## config.mk

```make
export PLATFORM = sky130hd
export DESIGN_NAME = scanline_sprite_select_top
export DESIGN_NICKNAME = d
export VERILOG_FILES = /design/src/ssel_pkg.sv /design/src/ssel_table.sv /design/src/ssel_cell.sv /design/src/scanline_sprite_select_top.sv
export SDC_FILE = /design/constraint.sdc
export NUM_CORES = 2
export LEC_CHECK = 0
export BUFFER_PORTS_ARGS = -buffer_cell sky130_fd_sc_hd__buf_2
export CORE_ASPECT_RATIO = 0.7
export CORE_MARGIN = 2
export CORE_UTILIZATION = 45
export CTS_CLUSTER_DIAMETER = 100
export DETAILED_ROUTE_END_ITERATION = 8
export HOLD_SLACK_MARGIN = 0.02
export PLACE_DENSITY = 0.56
export SETUP_SLACK_MARGIN = 0.05
export SLEW_MARGIN = 15
export SYNTH_ARGS = -nofsm -noshare
export SYNTH_HDL_FRONTEND = slang
export SYNTH_HIERARCHICAL = 1
export SYNTH_SLANG_ARGS = --single-unit
```

## constraint.sdc

```tcl
create_clock -name clk -period 6.6 [get_ports clk]
set_input_delay 0.66 -clock clk [delete_from_list [all_inputs] [get_ports clk]]
set_output_delay 0.66 -clock clk [all_outputs]
set_load 0.05 [all_outputs]
```

## src/ssel_pkg.sv

```systemverilog
package ssel_pkg;

  localparam int TABLE_ENTRIES = 40;
  localparam int MAX_PER_LINE  = 10;
  localparam int TABLE_BYTES   = 4 * TABLE_ENTRIES;
  localparam int ID_W          = $clog2(TABLE_ENTRIES);
  localparam int IC_W          = $clog2(TABLE_ENTRIES + 1);
  localparam int CNT_W         = $clog2(MAX_PER_LINE + 1);

  localparam logic [7:0] LINE_BIAS     = 8'h10;
  localparam logic [7:0] CLASSIC_MASK  = 8'hF0;
  localparam logic [4:0] HEIGHT_SHORT  = 5'd8;
  localparam logic [4:0] HEIGHT_TALL   = 5'd16;

  typedef enum logic [1:0] {
    OP_READ  = 2'd0,
    OP_WRITE = 2'd1,
    OP_SCAN  = 2'd2,
    OP_NONE  = 2'd3
  } op_t;

  typedef struct packed {
    logic [1:0] operation;
    logic [7:0] table_offset;
    logic [7:0] write_byte;
    logic [7:0] line_number;
  } cmd_t;

  typedef struct packed {
    logic [7:0] read_byte;
    logic       found;
    logic [5:0] sprite_index;
    logic [7:0] pos_y;
    logic [7:0] pos_x;
    logic [7:0] tile_number;
    logic [7:0] attribute_bits;
    logic [3:0] palette_number;
    logic       last;
  } result_t;

  typedef struct packed {
    logic [ID_W-1:0] id;
    logic [7:0]      y;
    logic [7:0]      x;
    logic [7:0]      tile;
    logic [7:0]      attr;
  } pick_t;

  typedef struct packed {
    logic  v;
    pick_t p;
  } cell_t;

  typedef struct packed {
    cell_t c;
    logic  bef;
  } link_t;

endpackage

```

## src/ssel_table.sv

```systemverilog
module ssel_table import ssel_pkg::*; (
  input  logic            clk,
  input  logic            rst,
  input  logic            we,
  input  logic [ID_W-1:0] w_idx,
  input  logic [1:0]      w_lane,
  input  logic [7:0]      w_byte,
  input  logic [ID_W-1:0] r_idx,
  output logic [31:0]     r_word
);

  logic [31:0]              mem [TABLE_ENTRIES];
  logic [TABLE_ENTRIES-1:0] vld;
  logic [31:0]              r_raw;
  logic                     r_vld;

  // an entry never written reads as zero, so a first write clears the other lanes
  always_ff @(posedge clk) begin
    if (we) begin
      for (int k = 0; k < 4; k++) begin
        if (w_lane == 2'(k)) begin
          mem[w_idx][8*k +: 8] <= w_byte;
        end else if (!vld[w_idx]) begin
          mem[w_idx][8*k +: 8] <= 8'h00;
        end
      end
    end
    r_raw <= mem[r_idx];
  end

  always_ff @(posedge clk) begin
    if (rst) begin
      vld   <= '0;
      r_vld <= 1'b0;
    end else begin
      if (we) begin
        vld[w_idx] <= 1'b1;
      end
      r_vld <= vld[r_idx];
    end
  end

  assign r_word = r_vld ? r_raw : 32'h0;

endmodule

```

## src/ssel_cell.sv

```systemverilog
module ssel_cell import ssel_pkg::*; (
  input  logic  clk,
  input  logic  rst,
  input  logic  clear,
  input  logic  ins,
  input  logic  shl,
  input  logic  classic,
  input  pick_t new_pick,
  input  link_t prev,
  input  cell_t next,
  output link_t own
);

  cell_t c;
  cell_t c_next;
  logic  bef;

  // ids arrive in ascending order, so an x tie never moves the new pick ahead
  assign bef = c.v && classic && (new_pick.x < c.p.x);
  assign own = '{c: c, bef: bef};

  always_comb begin
    c_next = c;
    if (clear) begin
      c_next.v = 1'b0;
    end else if (ins) begin
      if (prev.c.v && prev.bef) begin
        c_next = prev.c;
      end else if (prev.c.v && (!c.v || bef)) begin
        c_next = '{v: 1'b1, p: new_pick};
      end
    end else if (shl) begin
      c_next = next;
    end
  end

  always_ff @(posedge clk) begin
    c.p <= c_next.p;
    if (rst) begin
      c.v <= 1'b0;
    end else begin
      c.v <= c_next.v;
    end
  end

endmodule

```

## src/scanline_sprite_select_top.sv

```systemverilog
// Scanline sprite selector with a 40-entry sprite attribute table.
// Commands enter on command when start is high and busy is low. A read
// returns one result, a write none, a scan one result per picked sprite
// (up to 10, sorted by x in classic mode) or one empty result.
// Results appear on result for exactly one cycle with result_valid high;
// the receiver cannot stall, every result is taken as shown.
// A write completes on accept. A read registers the table word, then the
// result. A scan reads one table entry a cycle from the table's single
// read port, walking the table fully or stopping once the tenth pick is
// found, then emits its results back to back. Picks are sorted by x in
// classic mode only, on the fly in a row of 10 cells, so no sort pass.
// busy is high from accept until the last result is registered (reads, scans).
// color_mode and tall_sprites sit on the APB port (offsets 0 and 4); the user
// must see they are written only while idle, as the block does not enforce it.
// Reset clears the table (it reads as zero), the config registers and the
// control state; no clearing pass is needed.
module scanline_sprite_select_top import ssel_pkg::*; (
  input  logic        clk,
  input  logic        rst,
  input  logic        start,
  output logic        busy,
  input  cmd_t        command,
  output logic        result_valid,
  output result_t     result,
  input  logic        psel,
  input  logic        penable,
  input  logic        pwrite,
  input  logic [2:0]  paddr,
  input  logic [31:0] pwdata,
  output logic [31:0] prdata,
  output logic        pready
);

  typedef enum logic [3:0] {
    S_IDLE = 4'b0001,
    S_READ = 4'b0010,
    S_SCAN = 4'b0100,
    S_EMIT = 4'b1000
  } state_t;

  state_t           state, state_next;
  logic             color_mode, tall_sprites;
  logic [IC_W-1:0]  issue_id;
  logic             pend;
  logic [ID_W-1:0]  pend_id;
  logic [7:0]       line;
  logic [1:0]       lane;
  logic             in_range_q;
  logic [CNT_W-1:0] count;

  logic             accept, in_range, issuing, we, hit, ins, shl, clear;
  logic [ID_W-1:0]  r_idx;
  logic [31:0]      r_word;
  logic [9:0]       offs;
  logic [4:0]       height;
  pick_t            new_pick;
  result_t          res_next;
  logic [7:0]       attr;
  link_t            links [MAX_PER_LINE];
  link_t            prev_l [MAX_PER_LINE];
  cell_t            next_c [MAX_PER_LINE];

  assign pready = 1'b1;
  assign busy   = (state != S_IDLE);
  assign accept = start && !busy;
  assign prdata = paddr[2] ? {31'h0, tall_sprites} : {31'h0, color_mode};

  always_ff @(posedge clk) begin
    if (rst) begin
      color_mode   <= 1'b0;
      tall_sprites <= 1'b0;
    end else if (psel && penable && pwrite && pready) begin
      if (paddr[2]) begin
        tall_sprites <= pwdata[0];
      end else begin
        color_mode <= pwdata[0];
      end
    end
  end

  assign in_range = ({1'b0, command.table_offset} < 9'(TABLE_BYTES));
  assign issuing  = (state == S_SCAN) && (issue_id != IC_W'(TABLE_ENTRIES));
  assign we       = accept && (command.operation == OP_WRITE) && in_range;
  assign r_idx    = issuing  ? issue_id[ID_W-1:0] :
                    in_range ? command.table_offset[ID_W+1:2] : '0;

  ssel_table u_table (
    .clk    (clk),
    .rst    (rst),
    .we     (we),
    .w_idx  (command.table_offset[ID_W+1:2]),
    .w_lane (command.table_offset[1:0]),
    .w_byte (command.write_byte),
    .r_idx  (r_idx),
    .r_word (r_word)
  );

  // line offset = line - y + 16, signed over 10 bits
  assign offs   = {2'b00, line} + {2'b00, LINE_BIAS} - {2'b00, r_word[7:0]};
  assign height = tall_sprites ? HEIGHT_TALL : HEIGHT_SHORT;
  assign hit    = !offs[9] && (offs[8:0] < {4'h0, height});
  assign ins    = (state == S_SCAN) && pend && hit && (count != CNT_W'(MAX_PER_LINE));
  assign clear  = accept && (command.operation == OP_SCAN);
  assign shl    = (state == S_EMIT) && (count != '0);

  assign new_pick = '{id: pend_id, y: r_word[7:0], x: r_word[15:8],
                      tile: r_word[23:16], attr: r_word[31:24]};

  always_comb begin
    for (int i = 0; i < MAX_PER_LINE; i++) begin
      if (i == 0) begin
        prev_l[i] = '{c: '{v: 1'b1, p: '0}, bef: 1'b0};
      end else begin
        prev_l[i] = links[i-1];
      end
      if (i == MAX_PER_LINE - 1) begin
        next_c[i] = '0;
      end else begin
        next_c[i] = links[i+1].c;
      end
    end
  end

  for (genvar g = 0; g < MAX_PER_LINE; g++) begin : g_cell
    ssel_cell u_cell (
      .clk      (clk),
      .rst      (rst),
      .clear    (clear),
      .ins      (ins),
      .shl      (shl),
      .classic  (!color_mode),
      .new_pick (new_pick),
      .prev     (prev_l[g]),
      .next     (next_c[g]),
      .own      (links[g])
    );
  end

  always_comb begin
    state_next = state;
    unique case (state)
      S_IDLE: begin
        if (accept) begin
          unique case (command.operation)
            OP_READ: state_next = S_READ;
            OP_SCAN: state_next = S_SCAN;
            default: state_next = S_IDLE;
          endcase
        end
      end
      S_READ: state_next = S_IDLE;
      S_SCAN: begin
        if ((pend && pend_id == ID_W'(TABLE_ENTRIES - 1)) ||
            count == CNT_W'(MAX_PER_LINE)) begin
          state_next = S_EMIT;
        end
      end
      S_EMIT: begin
        if (count <= CNT_W'(1)) begin
          state_next = S_IDLE;
        end
      end
      default: state_next = S_IDLE;
    endcase
  end

  assign attr = links[0].c.p.attr;

  always_comb begin
    res_next = '0;
    if (state == S_READ) begin
      if (in_range_q) begin
        res_next.read_byte = r_word[8*lane +: 8];
      end
      res_next.last = 1'b1;
    end else if (count == '0) begin
      res_next.last = 1'b1;
    end else begin
      res_next.found        = 1'b1;
      res_next.sprite_index = 6'(links[0].c.p.id);
      res_next.pos_y        = links[0].c.p.y;
      res_next.pos_x        = links[0].c.p.x;
      res_next.tile_number  = links[0].c.p.tile;
      if (color_mode) begin
        res_next.attribute_bits = attr;
        res_next.palette_number = {1'b1, attr[2:0]};
      end else begin
        res_next.attribute_bits = attr & CLASSIC_MASK;
        res_next.palette_number = {3'b000, attr[4]};
      end
      res_next.last = (count == CNT_W'(1));
    end
  end

  always_ff @(posedge clk) begin
    if (rst) begin
      state        <= S_IDLE;
      result_valid <= 1'b0;
      pend         <= 1'b0;
      count        <= '0;
      issue_id     <= '0;
    end else begin
      state        <= state_next;
      result_valid <= (state == S_READ) || (state == S_EMIT);
      pend         <= issuing;
      if (clear) begin
        count    <= '0;
        issue_id <= '0;
      end else begin
        if (issuing) begin
          issue_id <= issue_id + IC_W'(1);
        end
        if (ins) begin
          count <= count + CNT_W'(1);
        end else if (shl) begin
          count <= count - CNT_W'(1);
        end
      end
    end
  end

  always_ff @(posedge clk) begin
    pend_id <= issue_id[ID_W-1:0];
    if (accept) begin
      line       <= command.line_number;
      lane       <= command.table_offset[1:0];
      in_range_q <= in_range;
    end
    if ((state == S_READ) || (state == S_EMIT)) begin
      result <= res_next;
    end
  end

endmodule

```

# After elaboration in Yosys (flattened, before gate mapping)
# Memory sizes are Yosys's and may differ from the RTL's. A register that Yosys moved wholly into a read port is not among the register bits.
# Index checks and enable logic that the tools add are counted.
# totals
mem_bits_rw,1280
n_memories,1
wordCells,340
register_bits,518
# op_classes
n_lt_le_gt_ge,16
n_mux,88
addsub,5
n_eq_ne,28
reduce_logical,109
shifts,1
bitwise,8
# mem_list
name,words,width,read_ports,rd_ports_with_merged_regs,wr,line,rtl
u_table.mem,40,32,1,1,1,ssel_table.sv:12,logic [31:0] mem [TABLE_ENTRIES];
# ops
operator,n
two-way mux 39 bit,39
< comparator 8 bit,10
logical AND 1 bit,52
two-way mux 43 bit,1
two-way mux 8 bit,5
OR 40 bit,1
AND reduction 3 bit,11
two-way mux 32 bit,1
indexed part select 32 x 6 -> 8 bit,1
two-way mux 1 bit,29
"inequality test 3 x 1 -> 1 bit, second input constant",9
AND reduction 2 bit,13
two-way mux 4 bit,5
"< comparator 6 x 7 -> 1 bit, second input constant",2
logical NOT 1 bit,13
binary-select mux 1 bit (select 6 bit),2
logical OR 1 bit,12
two-way mux 6 bit,2
one-hot mux 4 bit (3 select lines),1
subtractor 9 x 8 -> 10 bit,1
"adder 8 x 5 -> 9 bit, second input constant",1
< comparator 9 x 5 -> 1 bit,1
"== test 4 x 1 -> 1 bit, second input constant",2
"== test 4 bit, second input constant",2
27 further kinds,39

# Longest topological paths before layout
# depth
depth_word,8
mapped_depth,19
ltp_nobuf,17

# Hierarchy
# Netlist, hierarchy kept.
# modules_own_cells
mod,area_each_um2,instances,cells_per_inst
ssel_table,52616.7,1,2615
ssel_cell,2227.1,10,202
scanline_sprite_select_top,4519.3,1,392

# Worst setup path before layout
# No wires, ideal clock.
# synth_timing
kind,reg2reg
from,register u_table.r_vld
to,"register g_cell[2].u_cell.c (netlist bit g_cell[2].u_cell/own[10]), enable pin"
required_ns,6.199
arrival_ns,5.163
stages_incl_launch_ff,20
slack_ns,1.036
cell_sequence,dfxtp_1 clkbuf_1 and2_1 inv_1 ha_1 ha_1 a31oi_1 nor2b_1 nor2_1 xnor2_1 ha_1 a211oi_1 o2111ai_1 a21o_1 or4_1 nor2_1 buf_2 nand2_1 a21oi_1 o31a_1
# synth_between
elab_chain_cells,8
word_cells_on_any_way,17
classes_between,add/sub (1); order compare (3); eq/ne (1); mux (1); reduce/logical (11)
# synth_lines
element,line,rtl
"start, declared",ssel_table.sv:15,logic r_vld;
"start signal, assigned",ssel_table.sv:39,r_vld <= vld[r_idx];
two-way mux 32 bit (*),ssel_table.sv:43,assign r_word = r_vld ? r_raw : 32'h0;
net r_word[2],scanline_sprite_select_top.sv:53,logic [31:0] r_word;
subtractor 9 x 8 -> 10 bit (*),scanline_sprite_select_top.sv:99,"assign offs = {2'b00, line} + {2'b00, LINE_BIAS} - {2'b00, r_word[7:0]};"
< comparator 9 x 5 -> 1 bit / logical NOT 1 bit (equally long branches),scanline_sprite_select_top.sv:101,"assign hit = !offs[9] && (offs[8:0] < {4'h0, height});"
logical AND 1 bit (*),scanline_sprite_select_top.sv:101,
logical AND 1 bit (*) (2 in series),scanline_sprite_select_top.sv:102,assign ins = (state == S_SCAN) && pend && hit && (count != CNT_W'(MAX_PER_LINE));
net ins,scanline_sprite_select_top.sv:51,"logic accept, in_range, issuing, we, hit, ins, shl, clear;"
inequality test 3 x 1 -> 1 bit (no source line) / nonzero test 2 bit (equally long branches),n/a,
AND reduction 3 bit (no source line) (*),n/a,
"end, declared",ssel_cell.sv:14,cell_t c;
# Mark *: on every way through the listed nets, which the timed path passes. The rest lies on a longest branch.
# A chain may end at the register's enable or synchronous reset.

# Worst setup path in the final report
# layout_timing
from,register u_table.r_vld
to,"register g_cell[8].u_cell.c (netlist bit g_cell[8].u_cell/own[12]), enable pin"
# layout_between
elab_chain_cells,8
word_cells_on_any_way,17
classes_between,add/sub (1); order compare (3); eq/ne (1); mux (1); reduce/logical (11)
# layout_lines
element,line
two-way mux 32 bit (*),ssel_table.sv:43
net r_word[2],scanline_sprite_select_top.sv:53
subtractor 9 x 8 -> 10 bit (*),scanline_sprite_select_top.sv:99
< comparator 9 x 5 -> 1 bit / logical NOT 1 bit (equally long branches),scanline_sprite_select_top.sv:101
logical AND 1 bit (*),scanline_sprite_select_top.sv:101
logical AND 1 bit (*) (2 in series),scanline_sprite_select_top.sv:102
net ins,scanline_sprite_select_top.sv:51
inequality test 3 x 1 -> 1 bit (no source line) / nonzero test 2 bit (equally long branches),n/a
AND reduction 3 bit (no source line) (*),n/a
"end, declared",ssel_cell.sv:14
# Marks and branches as above.

==> results.sh <==
export IMPL_htree_levels=4
export IMPL_worstSetupPathType="flop to flop"
export IMPL_dp_hpwl_um=131900
export IMPL_clock_sinks=1828
export IMPL_ant_nets=0
export IMPL_area_growth_pct=11.67
export IMPL_syn_inst=5026
export IMPL_dieArea_um2=179900
export IMPL_hp_class="input pin to flop"
export IMPL_tightest_slew_ps=1158
export IMPL_cts_inserted_buffers=176
export IMPL_power_leakage_uw=0.03204
export IMPL_setup_viol=0
export IMPL_timing_fmax_ghz=0.1661
export IMPL_die_h_um=355.4
export IMPL_wirelength_um=208000
export IMPL_viasPerCell=5.800
export IMPL_final_core_util=0.5079
export IMPL_dieWidth_um=506.1
export IMPL_port_buffers=88
export IMPL_final_common_cell="edfxtp_1"
export IMPL_yosysWarnings=6
export IMPL_crit_path_start_kind="flop"
export IMPL_r2r_cells=18
export IMPL_antenna_found_initial=18
export IMPL_drv_slew=0
export IMPL_rows=128
export IMPL_cp_arrival_ps=6530
export IMPL_vias=45020
export IMPL_cts_max_path_buffers=3
export IMPL_worstHoldStart="pwdata[0]"
export IMPL_hold_ws_ps=92.64
export IMPL_clk_pin_slew_ps=60
export IMPL_start_util=0.4548
export IMPL_timing_final_hold_violations=0
export IMPL_overflow=0
export IMPL_powerDensity_nw_per_um2=273.6
export IMPL_worst_setup_path_end_kind="flop"
export IMPL_layout_cells_most_common_list="1721 x edfxtp_1, 623 x nor2_1, 514 x mux2i_1, 439 x a21oi_1, 319 x mux4_2"
export IMPL_rsz0062_at_grt="false"
export IMPL_cts_tree="built"
export IMPL_drv_cap=0
export IMPL_crit_fanout=28
export IMPL_min_to="color_mode"
export IMPL_grt_pass1_vias=43440
export IMPL_status="finished clean"
export IMPL_grt_max_degree=220
export IMPL_grt_pass1_wl_um=303400
export IMPL_core_um2=174600
export IMPL_max_slew_margin=0.2278
export IMPL_syn_area_um2=79400
export IMPL_r2r_end="g_cell[8].u_cell/own[12]"
export IMPL_layout_drive_gt1_share=0.1805
export IMPL_drt_initial_drc_count=4672
export IMPL_cts_root_buf="clkbuf_16"
export IMPL_setup_tns_final_ps=0
export IMPL_first_pass_iters=6
export IMPL_grtUsageTotal=0.2303
export IMPL_clkLatencyLatePin_ps=840
export IMPL_hold_depth=3
export IMPL_r2r_setup_slack_ps=580
export IMPL_worstPathRequired_ps=7110
export IMPL_post_route_drc_count=0
export IMPL_finalClockSkew_ps=42.20
export IMPL_syn_avg_cell_area_um2=15.80
export IMPL_r2r_start="u_table/r_vld"
export IMPL_io_pins=154
export IMPL_fin_crit_sh=0.9122
export IMPL_post_drt_wl_per_cell_um=26.79
export IMPL_gp_congestion=0.8422
export IMPL_fin_crit_ps=6021
export IMPL_fin_nets=5434
export IMPL_max_vdd_ir_drop_uv=234.8
-- state kept, by name, summed over array words and instances, names as in the netlist, 4 cells and up --
register,flops
issue_id,6
g_cell.u_cell/own,390
u_table/r_raw,32
count,4
result,50
line,8
u_table/vld,40
u_table/mem,1280
state,4
pend_id,6
-- through the flow --
stage | cells | cell area, µm² | worst slack [ps] | power, µW
2_1_floorplan | 5137 | 79820 | 1036 | 14110
3_3_place_gp | 7425 | 82990 | 719.5 | 14670
3_5_place_dp | 7425 | 82990 | 657.6 | 14690
4_1_cts | 7755 | 88550 | 601.7 | 24460
5_1_grt | 7761 | 88660 | 244.9 | 25060
6_report | 7762 | 88670 | 579.4 | 24260
-- worst max-delay path, stage by stage (launching register included) --
cell and delay (ps):
dfxtp_1 420, and2_1 200, inv_1 100, ha_1 290, ha_1 330, a31oi_1 290, nor2b_1 80, nor2_1 120
xnor2_1 130, ha_1 300, a211oi_1 300, o2111ai_1 230, a21o_1 240, or4_1 530, nor2_4 450, nand2_1 140
a21oi_1 190, o31a_2 930, buf_4 390
-- worst max-delay path by stage --
stage	to	start	cells past startpoint
CTS	g_cell[8].u_cell/own[12]	u_table/r_vld	18
global placement	g_cell[8].u_cell/own[18]	u_table/r_vld	18
finish	g_cell[8].u_cell/own[12]	u_table/r_vld	18
detailed placement	g_cell[8].u_cell/own[18]	u_table/r_vld	18
global route	g_cell[8].u_cell/own[19]	u_table/r_vld	18
floorplan	g_cell[2].u_cell/own[10]	u_table/r_vld	19
-- where the power goes --
group          leakage (µW)  switching [µW]  total (µW)  internal (µW)
registers            0.0163            35.9       12800          12700
logic                0.0130            1090        1690            595
clock network       0.00266            4400        9800           5400
total                0.0320            5530       24300          18700
-- final cells by class --
cell class / count / area [µm²]
fill: 14610 / 85900
sequential: 1828 / 53820
multi-input combinational: 2841 / 23540
clock buffer: 229 / 4716
tap: 2340 / 2928
timing repair buffer: 300 / 2410
clock inverter: 92 / 755.7
inverter: 129 / 484.2
antenna: 3 / 7.507
-- metal layers --
| metal | up-vias | GRT usage | part of all wire |
|---|---|---|---|
| li1 | 19880 | - | - |
| met2 | 1534 | 0.3179 | 0.42 |
| met5 | - | 0 | 0.000063 |
| met1 | 23360 | 0.3684 | 0.48 |
| met3 | 244 | 0.05203 | 0.082 |
| met4 | 2 | 0.05027 | 0.017 |
-- what timing repair did --
item / in CTS / in global routing
hold buffers: 9 / 0
resized for setup: 0 / 0
setup buffers: 0 / 0
hold endpoints to repair: 9 / 0
(Power assumes the default switching activity.)
